File: src/hdl/tpsf_pkg.sv
// shared widths, types and register codes for the spring force block
`timescale 1ns / 1ps

package tpsf_pkg;

	// number format
	localparam int FRAC_BITS   = 16;
	localparam int COORD_WIDTH = 32;
	localparam int REG_W       = 31;

	// derived datapath widths
	localparam int DIFF_W = COORD_WIDTH + 1;
	localparam int SQ_W   = 2 * DIFF_W;
	localparam int SUM_W  = SQ_W;
	localparam int LEN_W  = SUM_W / 2;
	localparam int REM_W  = LEN_W + 2;
	localparam int PROD_W = REG_W + LEN_W;
	localparam int MAG_W  = PROD_W - FRAC_BITS;
	localparam int LO_W   = MAG_W / 2;
	localparam int HI_W   = MAG_W - LO_W;
	localparam int NUM_W  = MAG_W + DIFF_W;

	// pipeline depth: three front stages, root steps, three scale stages,
	// quotient steps, output stage
	localparam int SQ_STEPS  = LEN_W;
	localparam int DIV_STEPS = COORD_WIDTH;
	localparam int LATENCY   = 3 + SQ_STEPS + 3 + DIV_STEPS + 1;

	// stream widths
	localparam int IN_W   = 6 * COORD_WIDTH;
	localparam int OUT_W  = 3 * COORD_WIDTH;
	localparam int USER_W = 8;

	// configuration register codes
	localparam logic REG_REST = 1'b0;
	localparam logic REG_K    = 1'b1;

	// per-item info that rides alongside the root extraction
	typedef struct packed {
		logic [2:0][DIFF_W-1:0] ad;
		logic [2:0]             pos;
		logic [2:0]             neg;
		logic                   zero;
	} sq_side_t;

	// per-item info that rides alongside the quotient steps
	typedef struct packed {
		logic [2:0] neg;
		logic [2:0] ovf;
		logic       zero;
	} dv_side_t;

endpackage

File: src/hdl/tpsf_sqrt.sv
// pipelined integer square root, one result bit per stage
`timescale 1ns / 1ps

module tpsf_sqrt (
	input  logic                           clk,
	input  logic                           en,
	input  logic [tpsf_pkg::SUM_W-1:0]     rad,
	output logic [tpsf_pkg::LEN_W-1:0]     root
);

	localparam int N = tpsf_pkg::SQ_STEPS;

	logic [tpsf_pkg::SUM_W-1:0] rad_s  [0:N-1];
	logic [tpsf_pkg::REM_W-1:0] rem_s  [0:N-1];
	logic [tpsf_pkg::LEN_W-1:0] root_s [0:N];

	// first step reads the incoming radicand
	assign rad_s[0]  = rad;
	assign rem_s[0]  = '0;
	assign root_s[0] = '0;

	for (genvar i = 0; i < N; i++) begin : g_step
		logic [tpsf_pkg::REM_W-1:0] cur;
		logic [tpsf_pkg::REM_W-1:0] trial;
		logic                       take;

		// bring down two radicand bits and try the next root bit
		always_comb begin
			cur   = {rem_s[i][tpsf_pkg::REM_W-3:0], rad_s[i][tpsf_pkg::SUM_W-1 -: 2]};
			trial = {root_s[i], 2'b01};
			take  = (cur >= trial);
		end

		always_ff @(posedge clk) begin
			if (en) begin
				root_s[i+1] <= {root_s[i][tpsf_pkg::LEN_W-2:0], take};
			end
		end

		if (i < N - 1) begin : g_carry
			always_ff @(posedge clk) begin
				if (en) begin
					rem_s[i+1] <= take ? cur - trial : cur;
					rad_s[i+1] <= {rad_s[i][tpsf_pkg::SUM_W-3:0], 2'b00};
				end
			end
		end
	end

	assign root = root_s[N];

endmodule

File: config.mk
export PLATFORM = sky130hd
export DESIGN_NAME = tpsf_sqrt
export DESIGN_NICKNAME = d
export VERILOG_FILES = /design/src/hdl/tpsf_pkg.sv /design/src/hdl/tpsf_sqrt.sv
export SDC_FILE = /design/constraint.sdc
export NUM_CORES = 2
export LEC_CHECK = 0
export BUFFER_PORTS_ARGS = -buffer_cell sky130_fd_sc_hd__buf_2
export CORE_MARGIN = 3
export CORE_UTILIZATION = 30
export CTS_CLUSTER_SIZE = 40
export DETAILED_ROUTE_END_ITERATION = 8
export GPL_TIMING_DRIVEN = 0
export PLACE_DENSITY_LB_ADDON = 0.08
export SETUP_SLACK_MARGIN = 0.4
export SYNTH_ARGS = -nofsm -noshare
export SYNTH_HDL_FRONTEND = slang
export SYNTH_SLANG_ARGS = --single-unit
File: constraint.sdc
create_clock -name clk -period 5 [get_ports clk]
set_clock_uncertainty 0.2 [all_clocks]
set_input_delay 0.75 -clock clk [delete_from_list [all_inputs] [get_ports clk]]
set_output_delay 0.75 -clock clk [all_outputs]
set_load 0.01 [all_outputs]
==> impl_metrics.tcl <==
set metrics [dict create \
    layout_commonest_cell "edfxtp_1" \
    end_kind "flip-flop" \
    status "completed" \
    numCtsBuffers 321 \
    wl_mm 288.3 \
    grtUsageTotal_pct 13.56 \
    netlist_instances 9345 \
    yosys_register_bits 2625 \
    htree_num_levels 5 \
    final_cell_mix "edfxtp_1, inv_1, nor2_1" \
    setup_tns_ns 0 \
    ys_types 100 \
    antenna_violating_nets_post_route 0 \
    synthXorXnorAreaFrac_pct 5.905 \
    synthesis.nets 10010 \
    grt-ovfl-total 0 \
    max_stage_delay_ns 0.57 \
    synth_ff_type "edfxtp_1" \
    grt_pass1_wl_mm 443.3 \
    hold_class "input port to flip-flop" \
    synth_top_family_by_area "compound AO/OA/AOI/OAI gates" \
    die_h_um 643.5 \
    die_area_mm2 0.4141 \
    area_delta_synth_final_pct 15.65 \
    synth_area_mm2 0.1219 \
    via_per_inst 4.704 \
    portBuffers 100 \
    fp-row-count 233 \
    whs_ns 0.09411 \
    synth_edf_count 2625 \
    core_mm2 0.4038 \
    crit_chain "inv_1 -> ha_1 -> o21a_1 -> a2bb2oi_1 -> a221oi_2 -> o21ai_1 -> o221a_2 -> a41o_1 -> or2_1 -> a221oi_4 -> inv_2 -> clkbuf_1 -> nor2_1 -> a21oi_1" \
    slew_headroom_pct 21.72 \
    synth_adder_area_share_pct 6.106 \
    path_class "flip-flop to flip-flop" \
    drv_slew 0 \
    clockBufferDepth 4 \
    antenna_found_initial 5 \
    power_density_mw_per_mm2 471.5 \
    initial_core_util_pct 30.19 \
    synthSimpleGateAreaFrac_pct 9.588 \
    setup.worst_path.start_class "flip-flop" \
    fin_crit_ns 4.452 \
    required_ns 5.43 \
    place_hpwl_mm 208.1 \
    setup_viol 0 \
    synth_warnings 0 \
    synth_compound_area_share_pct 9.712 \
    p_leak_nw 53.30 \
    cts_tree "built" \
    drv_cap 0 \
    critPathMaxFanout 10 \
    max_freq_mhz 224.6 \
    clk_pin_slew_ns 0.06 \
    drt_iter0_markers 4734 \
    muxShareOfSynthArea_pct 1.178 \
    die_w_um 643.5 \
    routedWlPerCell_um 18.56 \
    hold_violations 0 \
    vias 73040 \
    worstPathArrival_ns 4.88 \
    period_share_pct 89.04 \
    grt_pass1_vias 74240 \
    drt-pass1-iter-count 5 \
    grt_max_degree 182 \
    clkLatencyLatePin_ns 0.89 \
    ys_seq_area_share_pct 64.66 \
    peakVddDrop_mv 0.2678 \
    ys_async_sr_fraction_pct 0 \
    syn_area_per_cell_um2 13.05 \
    nets 10530 \
    pin_count 101 \
    cp_slowest_cell "a221oi_2" \
    remaining_drc_errors 0 \
    root_buffer "clkbuf_16" \
    gp_congestion 0.8421 \
    drive_above_1_share_pct 8.556 \
    worstMarginPinSlew_ns 1.166 \
    cts.sinks 2625 \
    rsz0062_at_grt "no" \
]
-- cells by family after synthesis --
family                   Yosys count
adder cells (fa/ha/maj)          595
buffers and inverters            913
multiplexers                     129
AND/OR/NAND/NOR                 2363
XOR/XNOR                         822
AO/OA/AOI/OAI                   1897
flip-flops                      2625
other                              1
-- final timing paths --
check / from / endpoint / slack, ns / cells past startpoint
worst min-delay path: en / rad_s[1946]$_DFFE_PP_ / 0.09 / 1
worst max-delay path: g_step[26].trial[3]$_DFFE_PP_ / g_step[27].cur[23]$_DFFE_PP_ / 0.55 / 14
worst max register to register: g_step[26].trial[3]$_DFFE_PP_ / g_step[27].cur[23]$_DFFE_PP_ / 0.55 / 14
worst min register to register: rad_s[715]$_DFFE_PP_ / rad_s[651]$_DFFE_PP_ / 0.20 / 0
-- state kept, by name, indices dropped and copies added (netlist names) --
| signal | flops |
|---|---|
| rad_s | 992 |
| g_step.trial | 528 |
| root | 33 |
| g_step.cur | 1072 |
-- metal layers --
| metal | GRT usage, % | vias to the layer above | share of wire, % |
|---|---|---|---|
| met5 | 0 | - | 0 |
| met4 | 5.362 | 0 | 4.0 |
| met3 | 1.942 | 561 | 4.0 |
| met2 | 22.62 | 1347 | 47 |
| met1 | 17.72 | 35430 | 45 |
| li1 | - | 35700 | - |
-- cells in the mapped netlist (44+ instances only) --
library cell / instances / area [µm²]
edfxtp_1: 2625 / 78830
inv_1: 735 / 2759
nor2_1: 622 / 2335
a21oi_1: 602 / 3013
ha_1: 595 / 7445
nand2_1: 565 / 2121
o21ai_0: 454 / 2272
xor2_1: 416 / 3643
xnor2_1: 406 / 3556
a21o_1: 293 / 2200
nor3_1: 226 / 1131
nand3_1: 149 / 745.7
clkbuf_1: 140 / 525.5
nand2b_1: 134 / 838.3
mux2_2: 111 / 1250
nor4_1: 111 / 694.4
o21a_1: 100 / 750.7
nand4_1: 91 / 569.3
nor2b_1: 89 / 556.8
or3_1: 84 / 525.5
or4_1: 58 / 435.4
o21bai_1: 56 / 420.4
o31ai_1: 53 / 397.9
a211oi_1: 52 / 390.4
a31oi_1: 50 / 312.8
and2_1: 44 / 275.3
-- critical path: cells and delay by family, from the launching register on --
kind	cells	cell delay [ns]
buffers and inverters	3	0.53
adders and majority gates	1	0.34
AOI/OAI and AO/OA	8	2.27
and+or+nand+nor	2	0.43
DFF	1	0.41
-- final cells by class --
type | instances | area [µm²]
diodes | 3 | 7.507
plain buffers | 176 | 757.0
clock buffers | 379 | 8357
clock inverters | 199 | 1784
fillers | 39160 | 262800
inverters | 737 | 2766
multi-input cells | 5807 | 39830
flip-flops and latches | 2625 | 78830
well taps | 5405 | 6763
repair buffers | 198 | 1909
-- report_power, final --
part	leakage, nW	internal (mW)	total, mW	switching [mW]
combinational	23.0	5.89	14.1	8.21
clock	4.98	13.1	22.5	9.33
sequential	25.3	28.0	29.9	1.95
-- per-stage QoR --
step           total power, mW  utilization, %  instances  setup slack (ns)  cell area, µm²
3_5_place_dp             44.33           32.12      14870            -1.558          129700
2_1_floorplan            39.48               -       9345             1.302          121900
3_3_place_gp             46.15           31.99      14850            -40.39          129200
6_report                 66.48           34.92      15530            0.5481          141000
5_1_grt                  70.43           34.92      15530            0.4079          141000
4_1_cts                  67.76           34.89      15520            0.4017          140900
-- timing repair --
action | CTS | global route
hold buffers | 67 | 0
hold endpoints to repair | 67 | 0
pin swaps | 3 | 3
setup endpoints to repair | 573 | 247
resized for setup | 44 | 34
buffers inserted | 7 | 1
gates cloned | 4 | 1
Power figures use the tool's default switching activity.
